`src/nfd_pkg.sv`:
```
// ----------------------------------------------------------------------------
// nfd_pkg: shared definitions for the notification frame deframer
// Store geometry, preamble and command codes, frame kinds, controller to
// datapath command and status bundles, and small helper functions.
// ----------------------------------------------------------------------------
package nfd_pkg;

  // Reassembly store geometry.
  localparam int STORE_BYTES = 64;
  localparam int AW          = $clog2(STORE_BYTES);
  localparam int CW          = $clog2(STORE_BYTES + 1);

  // Framing constants.
  localparam logic [7:0] PREAMBLE_BYTE      = 8'hFE;
  localparam int         STATUS_MIN_PAYLOAD = 18;
  localparam int         DUAL_MIN_PAYLOAD   = 30;

  // Command codes.
  localparam logic [7:0] CMD_LINK   = 8'h00;
  localparam logic [7:0] CMD_STATUS = 8'h01;
  localparam logic [7:0] CMD_SET_A  = 8'h02;
  localparam logic [7:0] CMD_SET_B  = 8'h05;
  localparam logic [7:0] CMD_SET_C  = 8'h06;

  typedef logic [1:0] kind_t;

  localparam kind_t KIND_STATUS    = 2'd0;
  localparam kind_t KIND_BIND      = 2'd1;
  localparam kind_t KIND_SET       = 2'd2;
  localparam kind_t KIND_UNHANDLED = 2'd3;

  // Read address selection.
  typedef logic [1:0] rd_sel_t;

  localparam rd_sel_t RD_SCAN = 2'd0;
  localparam rd_sel_t RD_LEN  = 2'd1;
  localparam rd_sel_t RD_BODY = 2'd2;

  // Commands from the controller to the datapath.
  typedef struct packed {
    logic    rd_en;
    rd_sel_t rd_sel;
    logic    ovf_clr;
    logic    walk_init;
    logic    scan_step;
    logic    set_head;
    logic    no_pair;
    logic    len_ld;
    logic    emit;
    logic    frame_done;
    logic    finish;
  } cmd_t;

  // Status from the datapath to the controller.
  typedef struct packed {
    logic ovf;
    logic scan_done;
    logic pair_hit;
    logic too_short;
    logic frame_short;
    logic len_zero;
    logic last_byte;
    logic pend_v;
    logic out_free;
  } sts_t;

  // One result item.
  typedef struct packed {
    logic                       flast;
    logic                       dz;
    logic                       sc;
    kind_t                      kind;
    logic [5:0]                 off;
    logic [7:0]                 data;
  } res_t;

  // Classify a frame by its command byte.
  function automatic kind_t classify(input logic [7:0] cmd);
    kind_t k;
    if (cmd == CMD_STATUS) begin
      k = KIND_STATUS;
    end else if (cmd == CMD_LINK) begin
      k = KIND_BIND;
    end else if (cmd inside {CMD_SET_A, CMD_SET_B, CMD_SET_C}) begin
      k = KIND_SET;
    end else begin
      k = KIND_UNHANDLED;
    end
    return k;
  endfunction

  // Circular store address: base plus an offset, wrapped once.
  function automatic logic [AW-1:0] wrap_add(input logic [AW-1:0] base,
                                             input logic [CW-1:0] off);
    logic [AW:0] s;
    s = {1'b0, base} + (AW+1)'(off);
    if (s >= (AW+1)'(STORE_BYTES)) begin
      s = s - (AW+1)'(STORE_BYTES);
    end
    return s[AW-1:0];
  endfunction

endpackage

```
`src/nfd_ctrl.sv`:
```
// ----------------------------------------------------------------------------
// nfd_ctrl: deframer controller
// Sequences the store walk after each notification end: preamble hunt,
// length check, byte emission and final store compaction, or clears an overflowed store.
// ----------------------------------------------------------------------------
module nfd_ctrl
  import nfd_pkg::*;
(
  input  logic clk,
  input  logic rst_n,
  input  logic in_acc,
  input  logic in_end,
  input  sts_t sts,
  output logic in_rdy,
  output cmd_t cmd
);

  localparam logic [3:0] S_IDLE    = 4'd0;
  localparam logic [3:0] S_CHECK   = 4'd1;
  localparam logic [3:0] S_SCAN    = 4'd2;
  localparam logic [3:0] S_SCAN_EV = 4'd3;
  localparam logic [3:0] S_LEN_CHK = 4'd4;
  localparam logic [3:0] S_LEN_EV  = 4'd5;
  localparam logic [3:0] S_EM_RD   = 4'd6;
  localparam logic [3:0] S_EM_EV   = 4'd7;
  localparam logic [3:0] S_FR_DONE = 4'd8;
  localparam logic [3:0] S_FIN     = 4'd9;

  logic [3:0] state_r;
  logic [3:0] state_nxt;

  // State register.
  always_ff @(posedge clk) begin
    if (!rst_n) begin
      state_r <= S_IDLE;
    end else begin
      state_r <= state_nxt;
    end
  end

  assign in_rdy = (state_r == S_IDLE);

  // Next state and commands.
  always_comb begin
    state_nxt = state_r;
    cmd       = '0;
    cmd.rd_sel = RD_SCAN;
    case (state_r)
      S_IDLE: begin
        if (in_acc && in_end) begin
          state_nxt = S_CHECK;
        end
      end
      S_CHECK: begin
        if (sts.ovf) begin
          cmd.ovf_clr = 1'b1;
          state_nxt   = S_IDLE;
        end else begin
          cmd.walk_init = 1'b1;
          state_nxt     = S_SCAN;
        end
      end
      S_SCAN: begin
        if (sts.scan_done) begin
          cmd.no_pair = 1'b1;
          state_nxt   = S_FIN;
        end else begin
          cmd.rd_en  = 1'b1;
          cmd.rd_sel = RD_SCAN;
          state_nxt  = S_SCAN_EV;
        end
      end
      S_SCAN_EV: begin
        if (sts.pair_hit) begin
          cmd.set_head = 1'b1;
          state_nxt    = S_LEN_CHK;
        end else begin
          cmd.scan_step = 1'b1;
          state_nxt     = S_SCAN;
        end
      end
      S_LEN_CHK: begin
        if (sts.too_short) begin
          state_nxt = S_FIN;
        end else begin
          cmd.rd_en  = 1'b1;
          cmd.rd_sel = RD_LEN;
          state_nxt  = S_LEN_EV;
        end
      end
      S_LEN_EV: begin
        cmd.len_ld = 1'b1;
        if (sts.frame_short) begin
          state_nxt = S_FIN;
        end else if (sts.len_zero) begin
          state_nxt = S_FR_DONE;
        end else begin
          state_nxt = S_EM_RD;
        end
      end
      S_EM_RD: begin
        cmd.rd_en  = 1'b1;
        cmd.rd_sel = RD_BODY;
        state_nxt  = S_EM_EV;
      end
      S_EM_EV: begin
        // Wait while the held result cannot move to the output register.
        if (!sts.pend_v || sts.out_free) begin
          cmd.emit  = 1'b1;
          state_nxt = sts.last_byte ? S_FR_DONE : S_EM_RD;
        end
      end
      S_FR_DONE: begin
        cmd.frame_done = 1'b1;
        state_nxt      = S_SCAN;
      end
      S_FIN: begin
        if (!sts.pend_v || sts.out_free) begin
          cmd.finish = 1'b1;
          state_nxt  = S_IDLE;
        end
      end
      default: begin
        state_nxt = S_IDLE;
      end
    endcase
  end

endmodule

```
`src/nfd_dpath.sv`:
```
// ----------------------------------------------------------------------------
// nfd_dpath: deframer datapath
// Circular reassembly store, walk pointers, frame length and kind registers,
// a one-result hold stage that learns the run end, and the output register.
// ----------------------------------------------------------------------------
module nfd_dpath
  import nfd_pkg::*;
(
  input  logic        clk,
  input  logic        rst_n,
  input  logic        in_acc,
  input  logic [7:0]  in_byte,
  input  cmd_t        cmd,
  output sts_t        sts,
  output logic        out_valid,
  input  logic        out_ready,
  output res_t        out_res,
  output logic        out_rlast
);

  logic [7:0]    mem [STORE_BYTES];
  logic [7:0]    rd_data_r;
  logic [CW-1:0] fill_r;
  logic [AW-1:0] base_r;
  logic          ovf_r;
  logic [CW-1:0] head_r;
  logic [CW-1:0] ptr_r;
  logic          prev_fe_r;
  logic [7:0]    len_r;
  logic [7:0]    k_r;
  kind_t         kind_r;
  res_t          pend_r;
  logic          pend_v_r;
  res_t          out_res_r;
  logic          out_rlast_r;
  logic          out_valid_r;

  logic [CW-1:0] rd_off;
  logic [AW-1:0] rd_addr;
  logic [AW-1:0] wr_addr;
  logic          wr_en;
  logic [CW-1:0] avail;
  logic [CW-1:0] next_head;
  kind_t         kind_now;
  res_t          res_new;
  logic          push;
  logic          out_free;

  // Read offset relative to the current store base.
  always_comb begin
    case (cmd.rd_sel)
      RD_SCAN: rd_off = ptr_r;
      RD_LEN:  rd_off = head_r + CW'(2);
      RD_BODY: rd_off = head_r + CW'(3) + CW'(k_r);
      default: rd_off = ptr_r;
    endcase
  end

  assign rd_addr = wrap_add(base_r, rd_off);
  assign wr_addr = wrap_add(base_r, fill_r);
  assign wr_en   = in_acc && (fill_r != CW'(STORE_BYTES));

  // Store: one write port for arriving bytes, one registered read port.
  always_ff @(posedge clk) begin
    if (wr_en) begin
      mem[wr_addr] <= in_byte;
    end
    if (cmd.rd_en) begin
      rd_data_r <= mem[rd_addr];
    end
  end

  // Fill level, base and overflow flag.
  always_ff @(posedge clk) begin
    if (!rst_n) begin
      fill_r <= '0;
      base_r <= '0;
      ovf_r  <= 1'b0;
    end else begin
      if (in_acc) begin
        if (fill_r == CW'(STORE_BYTES)) begin
          ovf_r <= 1'b1;
        end else begin
          fill_r <= fill_r + CW'(1);
        end
      end else if (cmd.ovf_clr) begin
        fill_r <= '0;
        ovf_r  <= 1'b0;
      end else if (cmd.finish) begin
        base_r <= wrap_add(base_r, head_r);
        fill_r <= fill_r - head_r;
      end
    end
  end

  assign next_head = head_r + CW'(3) + CW'(len_r);

  // Walk pointers and frame registers.
  always_ff @(posedge clk) begin
    if (cmd.walk_init) begin
      head_r    <= '0;
      ptr_r     <= '0;
      prev_fe_r <= 1'b0;
    end
    if (cmd.scan_step) begin
      prev_fe_r <= (rd_data_r == PREAMBLE_BYTE);
      ptr_r     <= ptr_r + CW'(1);
    end
    if (cmd.set_head) begin
      head_r <= ptr_r - CW'(1);
    end
    if (cmd.no_pair) begin
      head_r <= fill_r;
    end
    if (cmd.len_ld) begin
      len_r <= rd_data_r;
      k_r   <= '0;
    end
    if (cmd.emit) begin
      k_r <= k_r + 8'd1;
      if (k_r == 8'd0) begin
        kind_r <= kind_now;
      end
    end
    if (cmd.frame_done) begin
      head_r    <= next_head;
      ptr_r     <= next_head;
      prev_fe_r <= 1'b0;
    end
  end

  // The command byte sets the kind of the whole frame.
  assign kind_now = (k_r == 8'd0) ? classify(rd_data_r) : kind_r;

  always_comb begin
    res_new.data  = rd_data_r;
    res_new.off   = k_r[5:0];
    res_new.kind  = kind_now;
    res_new.sc    = (kind_now == KIND_STATUS) && (len_r >= 8'(STATUS_MIN_PAYLOAD + 1));
    res_new.dz    = (kind_now == KIND_STATUS) && (len_r >= 8'(DUAL_MIN_PAYLOAD + 1));
    res_new.flast = ({1'b0, k_r} + 9'd1) == {1'b0, len_r};
  end

  // Hold stage: a result moves on once the next one, or the walk end, is known.
  assign out_free = !out_valid_r || out_ready;
  assign push     = (cmd.emit || cmd.finish) && pend_v_r;

  always_ff @(posedge clk) begin
    if (!rst_n) begin
      pend_v_r <= 1'b0;
    end else if (cmd.emit) begin
      pend_v_r <= 1'b1;
    end else if (cmd.finish) begin
      pend_v_r <= 1'b0;
    end
  end

  always_ff @(posedge clk) begin
    if (cmd.emit) begin
      pend_r <= res_new;
    end
  end

  // Output register.
  always_ff @(posedge clk) begin
    if (!rst_n) begin
      out_valid_r <= 1'b0;
    end else if (push) begin
      out_valid_r <= 1'b1;
    end else if (out_ready) begin
      out_valid_r <= 1'b0;
    end
  end

  always_ff @(posedge clk) begin
    if (push) begin
      out_res_r   <= pend_r;
      out_rlast_r <= cmd.finish;
    end
  end

  assign avail = fill_r - head_r;

  // Status towards the controller.
  always_comb begin
    sts.ovf         = ovf_r;
    sts.scan_done   = (ptr_r >= fill_r);
    sts.pair_hit    = prev_fe_r && (rd_data_r == PREAMBLE_BYTE);
    sts.too_short   = (avail < CW'(3));
    sts.frame_short = (9'(avail) < (9'd3 + {1'b0, rd_data_r}));
    sts.len_zero    = (rd_data_r == 8'd0);
    sts.last_byte   = res_new.flast;
    sts.pend_v      = pend_v_r;
    sts.out_free    = out_free;
  end

  assign out_valid = out_valid_r;
  assign out_res   = out_res_r;
  assign out_rlast = out_rlast_r;

endmodule

```
`src/notify_frame_deframer_core.sv`:
```
// Input: a byte without notification end is taken while idle and the next may
// follow at once. A notification end starts a store walk that scans and emits
// bytes one at a time through the single read port and waits on output stalls;
// no input is taken until the walk ends.
// A result leaves the hold stage when the next is emitted or the walk ends.
// Reset is synchronous, active low, and empties the store and the output.
// ----------------------------------------------------------------------------
// notify_frame_deframer_core: notification frame deframer, top level
// Reassembles received bytes, hunts for the two-byte preamble, checks the
// length and streams out each complete frame's command and body bytes with
// their classification.
// ----------------------------------------------------------------------------
module notify_frame_deframer_core
  import nfd_pkg::*;
(
  input  logic        clk,
  input  logic        rst_n,
  input  logic        in_tvalid,
  output logic        in_tready,
  input  logic [7:0]  in_tdata,   // [7:0] rx_byte
  input  logic        in_tlast,   // notification_end
  output logic        out_tvalid,
  input  logic        out_tready,
  output logic [15:0] out_tdata,  // [7:0] frame_byte, [13:8] byte_offset, rest zero
  output logic [4:0]  out_tuser,  // [1:0] frame_kind, [2] status_complete,
                                  // [3] two-zone flag, [4] frame_last
  output logic        out_tlast   // run_last
);

  logic in_acc;
  cmd_t cmd;
  sts_t sts;
  res_t out_res;
  logic out_rlast;

  assign in_acc = in_tvalid && in_tready;

  nfd_ctrl u_ctrl (
    .clk    (clk),
    .rst_n  (rst_n),
    .in_acc (in_acc),
    .in_end (in_tlast),
    .sts    (sts),
    .in_rdy (in_tready),
    .cmd    (cmd)
  );

  nfd_dpath u_dpath (
    .clk       (clk),
    .rst_n     (rst_n),
    .in_acc    (in_acc),
    .in_byte   (in_tdata),
    .cmd       (cmd),
    .sts       (sts),
    .out_valid (out_tvalid),
    .out_ready (out_tready),
    .out_res   (out_res),
    .out_rlast (out_rlast)
  );

  // Pack the result transfer.
  assign out_tdata = {2'b00, out_res.off, out_res.data};
  assign out_tuser = {out_res.flast, out_res.dz, out_res.sc, out_res.kind};
  assign out_tlast = out_rlast;

endmodule
```
`config.mk`:
```
export PLATFORM = sky130hd
export DESIGN_NAME = notify_frame_deframer_core
export DESIGN_NICKNAME = d
export VERILOG_FILES = /design/src/nfd_pkg.sv /design/src/nfd_ctrl.sv /design/src/nfd_dpath.sv /design/src/notify_frame_deframer_core.sv
export SDC_FILE = /design/constraint.sdc
export NUM_CORES = 1
export LEC_CHECK = 0
export ABC_CLOCK_PERIOD_IN_PS = 5550
export BUFFER_PORTS_ARGS = -buffer_cell sky130_fd_sc_hd__buf_4
export CORE_MARGIN = 4
export CORE_UTILIZATION = 40
export CTS_CLUSTER_SIZE = 25
export DETAILED_ROUTE_END_ITERATION = 10
export PLACE_DENSITY = 0.64
export SYNTH_ARGS = -nofsm -noshare
export SYNTH_HDL_FRONTEND = slang
export SYNTH_SLANG_ARGS = --single-unit
```
`constraint.sdc`:
```
create_clock -name clk -period 5.55 [get_ports clk]
set_input_delay 0.555 -clock clk [delete_from_list [all_inputs] [get_ports clk]]
set_output_delay 0.555 -clock clk [all_outputs]
set_load 0.02 [all_outputs]
```
==> flow_summary.yaml <==
setup_path:
  worst-r2r-cell-count: 23
  reg2reg_slack_ns: 0.10
  critical_path.most_common_cell: "ha_4"
  required_ns: 5.92
  worst-path-buf-inv: 7
  cp-start-kind: "flip-flop"
  path_max_fanout: 5
  cp.arrival_ns: 5.82
  worstSetupPathType: "reg -> reg"
  path_cells: "ha_4, inv_2, fa_2, buf_6, a211oi_2, o21bai_1, a21oi_2, xnor2_2, a31oi_4, buf_6, inv_4, ha_4, a221oi_2, a21oi_2, ha_4, fa_4, buf_12, clkbuf_16, clkbuf_16, mux4_2, mux4_2, mux2i_2, mux2i_1"
  slowest_stage: "fa_4"
  crit_path_max_incr_delay_ns: 0.78
  r2r_end: "u_dpath.rd_data_r[3]$_DFFE_PP_"
  cp_top_family: "adder cells"
  end_kind: "flip-flop"
  r2r-start: "u_dpath.head_r[0]$_DFFE_PP_"
layout:
  layout_common_cells: "edfxtp_1 (591), mux4_2 (160), nor2_1 (107), buf_4 (91), clkbuf_16 (63)"
  fin_nets: 1647
  area_delta_synth_final_pct: 16.3
  final_area_sq_um: 30400
  antenna_cells: 0
  drive_above_1_share_pct: 24.8
  finalNonFillerCells: 2463
  final_core_util_pct: 47.0
  final_common_cell: "edfxtp_1"
  fill_cells: 5330
clocking:
  clockRootBuffer: "clkbuf_16"
  tritoncts: "done"
  htree_levels: 2
  cts.clk_slew.worst_paths_ns: 0.07
  cts_buffer_depth: 3
  clkLatencyLatePin_ns: 0.64
  cts_sinks: 612
  cts_buffers: 60
routing:
  drt-initial-drc-count: 1355
  wirelength_microns: 60400
  ant_nets: 0
  vias: 13722
  wl_per_cell_microns: 24.5
  drc: 0
  vias_per_cell: 5.57
  drtPass1Iterations: 5
floorplan:
  die_w_microns: 264
  core_sq_um: 64600
  dieArea_sq_um: 69500
  start_util_pct: 40.5
  row_count: 93
  ioPinCount: 37
  die_h_microns: 264
sta:
  finalSetupViolCount: 0
  relSlewSlack_pct: 19.3
  slew_viol_final: 0
  layout_min_cycle_time_ns: 5.45
  final_hold_viol_count: 0
  worst_pin_slew_ns: 1.20
  skew_ns: 0.0470
  rsz0062_at_grt: "yes"
  min_period_over_period_pct: 98.2
  fin_ws_ns: 0.102
  timing.fmax_ghz: 0.184
placement:
  place_area_sq_um: 28000
  gp_congestion: 0.892
  dp.cells: 2341
  place_hpwl_microns: 38900
  port_buffers: 34
  place_ws_ns: -0.287
power_and_ir_drop:
  p_leak_nw: 10.0
  p_per_area_nw_per_um2: 344
  vdd_drop_max_mv: 0.291
global_routing:
  grt_max_degree: 65
  grt-ovfl-total: 0
  antenna_found_initial: 0
  grt_pass1_wl_microns: 91100
  grt_pass1_vias: 13860
  track_usage_pct: 17.2
outcome:
  status: "finished clean"
logic_synthesis:
  yosys.area.top_type: "edfxtp_1"
  synth_cell_types: 63
  yosys_warnings: 0
  synth.ff_latch_count: 612
  syn_inst: 1438
  seq_area_frac_synth_pct: 69.5
  syn_area_sq_um: 26100
  synth_edf_count: 591
  syn_area_per_cell_sq_um: 18.2
  ys.flop_type: "edfxtp_1"
  synth_top_area_share_pct: 67.9
  synth_area_leaders: "edfxtp_1 (68%), mux4_2 (14%), ha_1 (2.8%)"
  synthArstFlopShare_pct: 0
worst_hold_path:
  hold_class: "in -> reg"
  hold_path_end: "u_ctrl.state_r[3]$_SDFFE_PN0P_"
  hold_start: "rst_n"
  holdPathStages: 3
job:
  drv_cap: 0
==> flip-flops by register name, indices dropped and copies added (netlist names) <==
register           cells
u_ctrl.state_r         4
u_dpath.ptr_r          7
u_dpath.out_res       19
u_dpath.fill_r         7
u_dpath.rd_data_r      8
u_dpath.base_r         6
u_dpath.head_r         7
u_dpath.pend_r        19
u_dpath.out_valid      1
u_dpath.k_r            8
u_dpath.len_r          8
u_dpath.prev_fe_r      1
u_dpath.ovf_r          1
u_dpath.kind_r         2
u_dpath.mem          512
u_dpath.out_rlast      1
u_dpath.pend_v_r       1
==> per-layer routing <==
metal | track usage [%] | share of wire (%) | up-vias | wire, microns
li1 | - | - | 6019 | -
met5 | 0 | 0 | - | 0
met2 | 28.4 | 49 | 500 | 29600
met1 | 24.4 | 43 | 7110 | 25700
met3 | 2.50 | 6.2 | 93 | 3740
met4 | 4.36 | 2.2 | 0 | 1350
==> stage by stage <==
step	setup TNS [ns]	hold slack [ns]	total power [mW]
3_3_place_gp	-1.23	0.408	6.44
2_1_floorplan	0	0.400	5.98
4_1_cts	-0.00302	0.254	10.5
3_5_place_dp	-1.77	0.405	6.46
6_report	0	0.277	10.5
5_1_grt	-0.117	0.266	10.8
==> report_power, final <==
part | internal, mW | switching (mW) | total [mW]
registers | 5.13 | 0.0348 | 5.16
logic | 0.589 | 0.705 | 1.29
clock network | 2.30 | 1.70 | 4.00
==> kinds of logic (layout without fill, tap and decap cells) <==
| kind of cell | after synthesis | in the layout | share of synthesized area [%] |
|---|---|---|---|
| flops | 612 | 612 | 69.5 |
| buf+inv | 101 | 270 | 1.57 |
| mux | 189 | 189 | 14.9 |
| simple gates | 251 | 251 | 4.31 |
| other cells | 1 | 2 | 0.0144 |
| xor+xnor | 69 | 69 | 2.44 |
| fa+ha+maj | 65 | 65 | 3.28 |
| compound gates | 150 | 150 | 3.94 |
==> worst register-to-register path, cell delays in order (launching register included) <==
cell       delay (ns)
edfxtp_1         0.43
ha_4             0.17
inv_2            0.03
fa_2             0.34
buf_6            0.13
a211oi_2         0.17
o21bai_1         0.11
a21oi_2          0.18
xnor2_2          0.11
a31oi_4          0.26
buf_6            0.14
inv_4            0.03
ha_4             0.16
a221oi_2         0.24
a21oi_2          0.08
ha_4             0.17
fa_4             0.78
buf_12           0.15
clkbuf_16        0.18
clkbuf_16        0.15
mux4_2           0.29
mux4_2           0.56
mux2i_2          0.20
mux2i_1          0.12
==> how the worst max path moves through the flow <==
stage                                   start                        endpoint  slack, ns  cells past startpoint
6_report          u_dpath.head_r[0]$_DFFE_PP_  u_dpath.rd_data_r[3]$_DFFE_PP_       0.10                     23
4_1_cts           u_dpath.head_r[0]$_DFFE_PP_  u_dpath.rd_data_r[1]$_DFFE_PP_     -0.003                     23
3_5_place_dp   u_dpath.fill_r[0]$_SDFFE_PN0P_  u_dpath.rd_data_r[3]$_DFFE_PP_      -0.29                     23
5_1_grt           u_dpath.head_r[0]$_DFFE_PP_  u_dpath.rd_data_r[0]$_DFFE_PP_      -0.02                     24
3_3_place_gp   u_dpath.fill_r[0]$_SDFFE_PN0P_  u_dpath.rd_data_r[1]$_DFFE_PP_      -0.21                     23
2_1_floorplan  u_dpath.fill_r[0]$_SDFFE_PN0P_  u_dpath.rd_data_r[0]$_DFFE_PP_      0.003                     21
==> what timing repair did <==
action	CTS	global route
buffers inserted	12	5
gates cloned	3	3
pin swaps	12	10
setup endpoints to repair	8	8
gates resized for setup	28	12
hold buffers	0	0
==> cells in the mapped netlist (4+ instances only) <==
master and n:
a211oi_1 7, a21boi_0 4, a21o_1 12, a21oi_1 36, a22oi_1 7, and2_1 9, buf_2 19, clkbuf_1 33
dfxtp_1 21, edfxtp_1 591, fa_1 6, ha_1 59, inv_1 44, mux2i_1 28, mux4_2 160, nand2_1 57
nand2b_1 7, nand3_1 24, nand4_1 8, nor2_1 107, nor2b_1 9, nor3_1 13, o211a_1 5, o21a_1 4
o21ai_0 30, o21bai_1 8, o221ai_1 7, o31a_1 4, or2_2 4, xnor2_1 44, xor2_1 23
==> final cells by class <==
cell class / instances / area (sq um) / area share, %
inverter: 47 / 179 / 0.589
clock buffer: 74 / 1550 / 5.12
tap: 855 / 1070 / 3.52
sequential: 612 / 18200 / 59.8
timing repair buffer: 122 / 1310 / 4.33
clock inverter: 27 / 342 / 1.12
multi-input combinational: 726 / 7750 / 25.5
Note: power is estimated with default switching activity, not from simulation.
